<file path="src/rtl/ugam_pkg.sv">
// Shared types, constants and code point classifiers for the UTF-8 glyph advance meter.
package ugam_pkg;

  localparam int unsigned CP_W          = 21;
  localparam int unsigned ADV_W         = 6;
  localparam int unsigned LINE_TOTAL_W  = 16;
  localparam int unsigned TOTAL_BITS_DEF = 16;
  localparam int unsigned APB_ADDR_W    = 4;
  localparam int unsigned APB_DATA_W    = 32;
  localparam int unsigned PART_W        = 15;

  localparam logic [CP_W-1:0] REPLACEMENT = 21'h00FFFD;
  localparam logic [CP_W-1:0] ASCII_SPACE = 21'h000020;

  // Register indexes (byte address divided by four).
  localparam logic [1:0] REG_FULLWIDTH = 2'd0;
  localparam logic [1:0] REG_SPACE     = 2'd1;
  localparam logic [1:0] REG_OTHER     = 2'd2;

  localparam logic [ADV_W-1:0] FULLWIDTH_ADV_RST = 6'd20;
  localparam logic [ADV_W-1:0] SPACE_ADV_RST     = 6'd7;
  localparam logic [ADV_W-1:0] OTHER_ADV_RST     = 6'd11;

  // What one input byte leaves for the emitter: a run of replacements and
  // then, optionally, one decoded code point.
  typedef struct packed {
    logic [2:0]      err_cnt;
    logic            has_point;
    logic [CP_W-1:0] point;
    logic            fullwidth;
    logic            opening;
    logic            closing;
    logic            last;
  } ugam_job_t;

  localparam logic [CP_W-1:0] FW_LO [13] = '{
    21'h01100, 21'h02E80, 21'h03041, 21'h03400, 21'h04E00, 21'h0A000, 21'h0AC00,
    21'h0F900, 21'h0FE30, 21'h0FF00, 21'h0FFE0, 21'h20000, 21'h30000
  };
  localparam logic [CP_W-1:0] FW_HI [13] = '{
    21'h0115F, 21'h0303E, 21'h033FF, 21'h04DBF, 21'h09FFF, 21'h0A4CF, 21'h0D7A3,
    21'h0FAFF, 21'h0FE4F, 21'h0FF60, 21'h0FFE6, 21'h2FFFD, 21'h3FFFD
  };

  localparam logic [CP_W-1:0] CLOSE_SET [27] = '{
    21'h03001, 21'h03002, 21'h0300D, 21'h0300F, 21'h03011, 21'h03015, 21'h03017,
    21'h03019, 21'h0301B, 21'h0FF01, 21'h0FF09, 21'h0FF0C, 21'h0FF1A, 21'h0FF1B,
    21'h0FF1F, 21'h0FF5D, 21'h00021, 21'h0002C, 21'h0002E, 21'h0003A, 21'h0003B,
    21'h0003F, 21'h00029, 21'h0005D, 21'h0007D, 21'h00022, 21'h00027
  };

  localparam logic [CP_W-1:0] OPEN_SET [14] = '{
    21'h0300C, 21'h0300E, 21'h03010, 21'h03014, 21'h03016, 21'h03018, 21'h0301A,
    21'h0FF08, 21'h0FF5B, 21'h00028, 21'h0005B, 21'h0007B, 21'h00027, 21'h00022
  };

  function automatic logic cp_is_fullwidth(logic [CP_W-1:0] cp);
    logic hit;
    hit = 1'b0;
    for (int i = 0; i < 13; i++) begin
      if (cp >= FW_LO[i] && cp <= FW_HI[i]) begin
        hit = 1'b1;
      end
    end
    return hit;
  endfunction

  function automatic logic cp_is_opening(logic [CP_W-1:0] cp);
    logic hit;
    hit = 1'b0;
    for (int i = 0; i < 14; i++) begin
      if (cp == OPEN_SET[i]) begin
        hit = 1'b1;
      end
    end
    return hit;
  endfunction

  function automatic logic cp_is_closing(logic [CP_W-1:0] cp);
    logic hit;
    hit = 1'b0;
    for (int i = 0; i < 27; i++) begin
      if (cp == CLOSE_SET[i]) begin
        hit = 1'b1;
      end
    end
    return hit;
  endfunction

endpackage

</file>
<file path="src/rtl/utf8_glyph_advance_meter.sv">
// Top level of the UTF-8 glyph advance meter: decoder, job register, emitter and registers.
//
// Input stream: one byte of UTF-8 text per word in s_axis_tdata, s_axis_tlast on the final
// byte of the text. Output stream: one word per code point or U+FFFD replacement, with the
// class flags in m_axis_tuser, the chosen advance and the saturating line total in
// m_axis_tdata, and m_axis_tlast on the last word caused by the final input byte.
// A byte is decoded as it is accepted into a job register; the emitter turns the job into
// words, one per cycle while the receiver takes them, into the output register. The first
// word of a byte thus passes the job register and then the output register. Plain text
// streams at one byte per cycle while the receiver takes every word; a byte that gives
// several words (a broken or truncated sequence, up to four) holds the job register until
// its last word is emitted. Lead and middle continuation bytes give no word and skip it.
// The APB port holds three 6-bit advances at byte addresses 0, 4 and 8; write them only
// while the block is idle. Reset closes any open sequence, clears the line total and
// loads the default advances 20, 7 and 11. When the receiver stalls the output word
// holds, the job register fills and then s_axis_tready drops; no word is lost.
module utf8_glyph_advance_meter
  import ugam_pkg::*;
#(
  parameter int unsigned TotalBits = TOTAL_BITS_DEF
) (
  input  logic                  clk_i,
  input  logic                  rst_ni,
  // Input stream.
  input  logic                  s_axis_tvalid,
  output logic                  s_axis_tready,
  input  logic [7:0]            s_axis_tdata,  // [7:0] byte_in
  input  logic                  s_axis_tlast,  // text_end
  // Output stream.
  output logic                  m_axis_tvalid,
  input  logic                  m_axis_tready,
  output logic [47:0]           m_axis_tdata,  // [20:0] code_point, [26:21] advance,
                                               // [42:27] line_total, [47:43] zero
  output logic [3:0]            m_axis_tuser,  // [0] decode_error, [1] is_fullwidth,
                                               // [2] is_opening, [3] is_closing
  output logic                  m_axis_tlast,  // final_result
  // Configuration port.
  input  logic                  psel,
  input  logic                  penable,
  input  logic                  pwrite,
  input  logic [APB_ADDR_W-1:0] paddr,
  input  logic [APB_DATA_W-1:0] pwdata,
  output logic [APB_DATA_W-1:0] prdata,
  output logic                  pready
);

  // Configuration registers.
  logic [ADV_W-1:0] fw_adv_q, space_adv_q, other_adv_q;
  logic             cfg_write;
  logic [1:0]       cfg_index;

  assign pready    = 1'b1;
  assign cfg_write = psel & penable & pwrite;
  assign cfg_index = paddr[3:2];

  always_ff @(posedge clk_i or negedge rst_ni) begin
    if (!rst_ni) begin
      fw_adv_q    <= FULLWIDTH_ADV_RST;
      space_adv_q <= SPACE_ADV_RST;
      other_adv_q <= OTHER_ADV_RST;
    end else if (cfg_write) begin
      unique case (cfg_index)
        REG_FULLWIDTH: fw_adv_q    <= pwdata[ADV_W-1:0];
        REG_SPACE:     space_adv_q <= pwdata[ADV_W-1:0];
        REG_OTHER:     other_adv_q <= pwdata[ADV_W-1:0];
        default: ;
      endcase
    end
  end

  always_comb begin
    unique case (cfg_index)
      REG_FULLWIDTH: prdata = {{(APB_DATA_W-ADV_W){1'b0}}, fw_adv_q};
      REG_SPACE:     prdata = {{(APB_DATA_W-ADV_W){1'b0}}, space_adv_q};
      REG_OTHER:     prdata = {{(APB_DATA_W-ADV_W){1'b0}}, other_adv_q};
      default:       prdata = '0;
    endcase
  end

  // Decoder and job register.
  ugam_job_t dec_job;
  ugam_job_t job_q, job_d;
  logic      job_valid_q, job_valid_d;
  logic      in_accept;
  logic      out_free;
  logic      emit;
  logic      emit_err;
  logic      job_last_word;
  logic      job_done;

  assign in_accept = s_axis_tvalid & s_axis_tready;

  ugam_decoder u_decoder (
    .clk_i    (clk_i),
    .rst_ni   (rst_ni),
    .byte_i   (s_axis_tdata),
    .last_i   (s_axis_tlast),
    .accept_i (in_accept),
    .job_o    (dec_job)
  );

  assign out_free      = !m_axis_tvalid || m_axis_tready;
  assign emit          = job_valid_q && out_free;
  assign emit_err      = (job_q.err_cnt != 3'd0);
  assign job_last_word = emit_err ? (job_q.err_cnt == 3'd1 && !job_q.has_point) : 1'b1;
  assign job_done      = emit && job_last_word;
  assign s_axis_tready = !job_valid_q || job_done;

  always_comb begin
    job_d       = job_q;
    job_valid_d = job_valid_q;
    if (job_done) begin
      job_valid_d = 1'b0;
    end else if (emit && emit_err) begin
      job_d.err_cnt = job_q.err_cnt - 3'd1;
    end
    // Bytes that give no word never occupy the job register.
    if (in_accept && (dec_job.err_cnt != 3'd0 || dec_job.has_point)) begin
      job_d       = dec_job;
      job_valid_d = 1'b1;
    end
  end

  always_ff @(posedge clk_i or negedge rst_ni) begin
    if (!rst_ni) begin
      job_valid_q <= 1'b0;
    end else begin
      job_valid_q <= job_valid_d;
    end
  end

  always_ff @(posedge clk_i) begin
    job_q <= job_d;
  end

  // Emitter: one word per cycle, while the output is free, into the output register.
  logic [CP_W-1:0]         res_cp;
  logic                    res_fw;
  logic [ADV_W-1:0]        res_adv;
  logic                    res_final;
  logic [TotalBits-1:0]    sum_q, sum_d;
  logic [TotalBits:0]      sum_wide;
  logic [TotalBits-1:0]    sum_sat;
  logic [TotalBits+LINE_TOTAL_W-1:0] sum_ext;

  assign res_cp    = emit_err ? REPLACEMENT : job_q.point;
  assign res_fw    = !emit_err && job_q.fullwidth;
  assign res_final = job_q.last && job_last_word;

  always_comb begin
    if (res_fw) begin
      res_adv = fw_adv_q;
    end else if (!emit_err && job_q.point == ASCII_SPACE) begin
      res_adv = space_adv_q;
    end else begin
      res_adv = other_adv_q;
    end
  end

  assign sum_wide = {1'b0, sum_q} + {{(TotalBits+1-ADV_W){1'b0}}, res_adv};
  assign sum_sat  = sum_wide[TotalBits] ? {TotalBits{1'b1}} : sum_wide[TotalBits-1:0];
  assign sum_ext  = {{LINE_TOTAL_W{1'b0}}, sum_sat};
  assign sum_d    = res_final ? '0 : sum_sat;

  always_ff @(posedge clk_i or negedge rst_ni) begin
    if (!rst_ni) begin
      m_axis_tvalid <= 1'b0;
      sum_q         <= '0;
    end else if (emit) begin
      m_axis_tvalid <= 1'b1;
      sum_q         <= sum_d;
    end else if (m_axis_tready) begin
      m_axis_tvalid <= 1'b0;
    end
  end

  always_ff @(posedge clk_i) begin
    if (emit) begin
      m_axis_tdata <= {5'd0, sum_ext[LINE_TOTAL_W-1:0], res_adv, res_cp};
      m_axis_tuser <= {!emit_err && job_q.closing, !emit_err && job_q.opening,
                       res_fw, emit_err};
      m_axis_tlast <= res_final;
    end
  end

`ifndef ASSERT_OFF
  a_err_is_replacement: assert property (@(posedge clk_i) disable iff (!rst_ni)
    m_axis_tvalid && m_axis_tuser[0] |-> m_axis_tdata[CP_W-1:0] == REPLACEMENT)
    else $error("decode error word without U+FFFD");

  a_job_not_empty: assert property (@(posedge clk_i) disable iff (!rst_ni)
    job_valid_q |-> (job_q.err_cnt != 3'd0 || job_q.has_point))
    else $error("job register holds a job with no word");

  a_job_err_bound: assert property (@(posedge clk_i) disable iff (!rst_ni)
    job_valid_q |-> job_q.err_cnt <= 3'd4)
    else $error("more than four replacements for one byte");

  a_job_holds_on_stall: assert property (@(posedge clk_i) disable iff (!rst_ni)
    job_valid_q && !out_free |=> job_valid_q && $stable(job_q))
    else $error("job changed while the output was stalled");
`endif

endmodule

</file>
<file path="src/rtl/ugam_decoder.sv">
// UTF-8 sequence decoder: holds the open sequence and turns each byte into a job.
module ugam_decoder
  import ugam_pkg::*;
(
  input  logic      clk_i,
  input  logic      rst_ni,
  input  logic [7:0] byte_i,
  input  logic      last_i,
  input  logic      accept_i,
  output ugam_job_t job_o
);

  logic [PART_W-1:0] part_q, part_d;
  logic [1:0]        need_q, need_d;
  logic [1:0]        held_q, held_d;
  logic              start_c;
  logic              is_cont;

  assign is_cont = (byte_i[7:6] == 2'b10);

  always_comb begin
    need_d          = need_q;
    held_d          = held_q;
    part_d          = part_q;
    start_c         = 1'b0;
    job_o.err_cnt   = 3'd0;
    job_o.has_point = 1'b0;
    job_o.point     = '0;
    job_o.last      = last_i;

    if (need_q == 2'd0) begin
      start_c = 1'b1;
    end else if (is_cont) begin
      held_d = held_q + 2'd1;
      need_d = need_q - 2'd1;
      if (need_q == 2'd1) begin
        job_o.has_point = 1'b1;
        job_o.point     = {part_q, byte_i[5:0]};
        part_d          = '0;
        held_d          = 2'd0;
      end else begin
        part_d = {part_q[PART_W-7:0], byte_i[5:0]};
      end
    end else begin
      // Broken sequence: replace the lead and every continuation held.
      job_o.err_cnt = 3'd1 + {1'b0, held_q};
      part_d        = '0;
      start_c       = 1'b1;
    end

    if (start_c) begin
      held_d = 2'd0;
      if (!byte_i[7]) begin
        job_o.has_point = 1'b1;
        job_o.point     = {13'd0, byte_i};
        need_d          = 2'd0;
      end else if (byte_i[7:5] == 3'b110) begin
        part_d = {10'd0, byte_i[4:0]};
        need_d = 2'd1;
      end else if (byte_i[7:4] == 4'b1110) begin
        part_d = {11'd0, byte_i[3:0]};
        need_d = 2'd2;
      end else if (byte_i[7:3] == 5'b11110) begin
        part_d = {12'd0, byte_i[2:0]};
        need_d = 2'd3;
      end else begin
        job_o.err_cnt = job_o.err_cnt + 3'd1;
        need_d        = 2'd0;
      end
    end

    if (last_i) begin
      // A sequence still open at the end of the text is truncated.
      if (need_d != 2'd0) begin
        job_o.err_cnt = job_o.err_cnt + 3'd1 + {1'b0, held_d};
      end
      need_d = 2'd0;
      held_d = 2'd0;
      part_d = '0;
    end

    job_o.fullwidth = cp_is_fullwidth(job_o.point);
    job_o.opening   = cp_is_opening(job_o.point);
    job_o.closing   = cp_is_closing(job_o.point);
  end

  always_ff @(posedge clk_i or negedge rst_ni) begin
    if (!rst_ni) begin
      part_q <= '0;
      need_q <= 2'd0;
      held_q <= 2'd0;
    end else if (accept_i) begin
      part_q <= part_d;
      need_q <= need_d;
      held_q <= held_d;
    end
  end

endmodule
</file>
<file path="config.mk">
export PLATFORM = sky130hd
export DESIGN_NAME = utf8_glyph_advance_meter
export DESIGN_NICKNAME = d
export VERILOG_FILES = /design/src/rtl/ugam_pkg.sv /design/src/rtl/utf8_glyph_advance_meter.sv /design/src/rtl/ugam_decoder.sv
export SDC_FILE = /design/constraint.sdc
export NUM_CORES = 1
export LEC_CHECK = 0
export BUFFER_PORTS_ARGS = -buffer_cell sky130_fd_sc_hd__buf_2
export CAP_MARGIN = 10
export CORE_AREA = 2 2 116 118
export CTS_CLUSTER_SIZE = 12
export DETAILED_ROUTE_END_ITERATION = 10
export DIE_AREA = 0 0 118 120
export PLACE_DENSITY = 0.84
export SYNTH_ARGS = -nofsm -noshare
export SYNTH_HDL_FRONTEND = slang
export SYNTH_HIERARCHICAL = 1
export SYNTH_SLANG_ARGS = --single-unit
</file>
<file path="constraint.sdc">
create_clock -name clk_i -period 7.9 [get_ports clk_i]
set_clock_uncertainty 0.2 [all_clocks]
set_input_delay 0.395 -clock clk_i [delete_from_list [all_inputs] [get_ports clk_i]]
set_output_delay 0.395 -clock clk_i [all_outputs]
set_load 0.01 [all_outputs]
</file>
==> flow_summary.json <==
{
  "status": "finished clean",
  "ir_drop_mv": 0.173,
  "slowest_delay_ns": 0.63,
  "vias_per_cell": 6.14,
  "synthMuxAreaShare_pct": 5.34,
  "rsz0062_at_grt": "false",
  "routed_wl_um": 18000,
  "period_minus_slack_ns": 5.02,
  "port_buffers": 79,
  "final_area_um2": 8550,
  "report.final.slew_viol_count": 0,
  "drt-initial-drc-count": 699,
  "area_growth_pct": 12.5,
  "power_density_nw_per_um2": 322,
  "slew_headroom_pct": 30.1,
  "clkSlewWorstSetupHoldPaths_ns": 0.06,
  "leakagePower_nw": 3.40,
  "rows": 42,
  "num_antenna_cells": 0,
  "grt_usage_pct": 25.8,
  "crit_chain": "inv_1 > ha_1 > nor2b_2 > buf_4 > nand2b_4 > nor4_4 > mux2i_1 > a21oi_1 > ha_1 > inv_1 > fa_1 > nor2b_1 > o2111ai_1 > a211o_1 > a31o_2 > a21oi_1",
  "arrival_ns": 5.16,
  "syn-mean-instance-area_um2": 10.3,
  "ctsLongestPathBuffers": 2,
  "postPlaceCellArea_um2": 7940,
  "dieHeight_um": 120,
  "synth-seq-cells": 132,
  "floorplan.initialDensity_pct": 58.5,
  "core_area_um2": 13000,
  "r2r_slack_ns": 2.88,
  "synth_top_family_by_area": "simple AND/OR/NAND/NOR gates",
  "cp.buffers_inverters": 3,
  "async_reset_ff_share_pct": 41.7,
  "cts_inserted_buffers": 17,
  "fin_nets": 868,
  "path_class": "reg -> reg",
  "drv_cap": 0,
  "synth.largest_area_cell": "edfxtp_1",
  "cpLargestDelayFamily": "compound AO/OA/AOI/OAI gates",
  "synth_compound_gate_area_share_pct": 14.8,
  "tightest_slew_ns": 1.05,
  "pin_count": 140,
  "grt_pass1_vias": 5649,
  "crit_fanout": 25,
  "drc": 0,
  "synth_cell_types": 81,
  "wl_per_cell_um": 18.2,
  "cts_resized": 0,
  "yosysSeqAreaShare_pct": 48.7,
  "die_w_um": 118,
  "syn_inst": 739,
  "htreeDepth": 4,
  "overflow": 0,
  "r2r_cells": 16,
  "drive_above_1_share_pct": 20.3,
  "required_ns": 8.03,
  "min_delay_path_depth": 1,
  "worstSetupPathDepth": 16,
  "fmax_ghz": 0.199,
  "synthFlopType": "edfxtp_1",
  "design.die.area_um2": 14200,
  "dp_hpwl_um": 12300,
  "critPathLaunchType": "flop",
  "synthesis.area_um2": 7600,
  "final.fill_count": 985,
  "synthAdderAreaFrac_pct": 2.83,
  "first_pass_iters": 5,
  "fin_setup_tns_ns": 0,
  "synth.top_cell.area_share_pct": 30.4,
  "grt_first_pass_wirelength_um": 28800,
  "grt_start_max_net_pins": 56,
  "cp_slowest_cell": "a211o_1",
  "yosysWarnings": 6,
  "cp-end-kind": "flop",
  "gp_congestion": 0.926,
  "synth_xor_area_share_pct": 1.04,
  "clk_latency_ns": 0.41,
  "fin_crit_sh_pct": 63.6,
  "synthSimpleGateAreaFrac_pct": 20.5,
  "antenna_found_initial": 0,
  "cts_tree": "yes",
  "synth_edf_count": 77,
  "root_buffer": "clkbuf_16",
  "synth.area.top_cells": "edfxtp_1 (30%), dfrtp_1 (15%), buf_4 (3.5%)",
  "yosysMostFrequentCell": "edfxtp_1",
  "yosys-top-cells-count": "edfxtp_1 (77), nand2_1 (58), nor2_1 (49), dfrtp_1 (47), buf_4 (35)",
  "holdCritPathClass": "in -> reg",
  "hold_viol_final": 0,
  "drt.antenna.violating_nets": 0,
  "cts_sinks": 132,
  "cts_setup_buffers": 0,
  "setup_viol": 0,
  "vias": 6077
}
-- kinds of logic after synthesis --
group                      count (synthesis)
and+or+nand+nor                          284
AOI/OAI and AO/OA                        161
buffers and inverters                     97
muxes                                     38
other                                      2
adders and majority gates                 16
xor gates and xnor gates                   9
DFF                                      132
-- area by class of cell --
type                    count  area (um^2)  area share [%]
multi-input cells         540         3500            41.0
clock buffers              17          425            4.98
well taps                 176          220            2.58
repair buffers             85          445            5.21
inverters                  24         90.1            1.05
clock inverters            15          165            1.93
flip-flops and latches    132         3700            43.3
-- routing by layer --
| metal | track usage, % | vias to the layer above | routed length, um |
|---|---|---|---|
| met5 | 0 | - | 0 |
| met4 | 10.8 | 0 | 452 |
| met3 | 5.18 | 40 | 1420 |
| met2 | 42.1 | 351 | 8770 |
| met1 | 33.9 | 2871 | 7380 |
| li1 | - | 2815 | - |
-- cells in the final DEF, fill, tap and decap left out, types with 6 or more instances in the layout --
cell type,synthesis,final
a211oi_1,8,8
a21oi_1,29,29
a22o_1,15,15
a31oi_1,10,10
and2_1,23,23
and3_1,7,7
buf_2,4,79
clkbuf_16,0,17
clkinv_2,0,6
conb_1,2,32
dfrtp_1,47,47
dfstp_2,8,8
edfxtp_1,77,77
ha_1,14,14
inv_1,23,22
mux2_2,20,20
mux2i_1,18,18
nand2_1,58,58
nand2b_1,24,24
nand3_1,26,26
nand4_1,10,10
nor2_1,49,49
nor2b_1,12,12
nor3_1,22,22
nor4_1,11,11
o21ai_0,30,30
o22ai_1,6,6
xnor2_1,8,8
-- per-stage QoR --
stage / cells / power (mW) / setup slack, ns / hold slack, ns / utilization (%)
floorplan: 769 / 1.73 / 3.37 / -0.101 / -
global placement: 955 / 1.93 / 3.21 / 0.259 / 61.1
detailed placement: 955 / 1.97 / 2.98 / 0.293 / 61.1
CTS: 989 / 2.75 / 2.90 / 0.0210 / 65.8
global route: 989 / 2.90 / 2.62 / 0.0415 / 65.8
finish: 989 / 2.76 / 2.88 / 0.0383 / 65.8
-- timing repair --
item	in CTS	in global routing
hold buffers	2	0
endpoints found under the hold margin	48	0
setup endpoints to repair	0	0
-- state kept, by name (all words and copies together) (netlist names) --
| register | cells |
|---|---|
| other_adv_q | 6 |
| u_decoder/part_q | 15 |
| u_decoder/need_q | 2 |
| m_axis_tdata | 43 |
| u_decoder/held_q | 2 |
| space_adv_q | 6 |
| m_axis_tlast | 1 |
| m_axis_tvalid | 1 |
| job_valid_q | 1 |
| fw_adv_q | 6 |
| job_q | 29 |
| m_axis_tuser | 4 |
| sum_q | 16 |
-- path summary, 6_finish.rpt --
path | start | endpoint
min reg2reg | sum_q[3] | sum_q[3]
max reg2reg | job_q[26] | sum_q[6]
max | job_q[26] | sum_q[6]
max in group asynchronous | rst_ni | sum_q[14]
min in group asynchronous | rst_ni | space_adv_q[4]
min | s_axis_tlast | job_q[0]
-- power breakdown --
part | internal, mW | leakage, nW | switching [mW]
sequential | 0.969 | 1.41 | 0.138
combinational | 0.350 | 1.69 | 0.530
clock | 0.491 | 0.290 | 0.278
No activity file was read; power rests on OpenSTA's default activity.
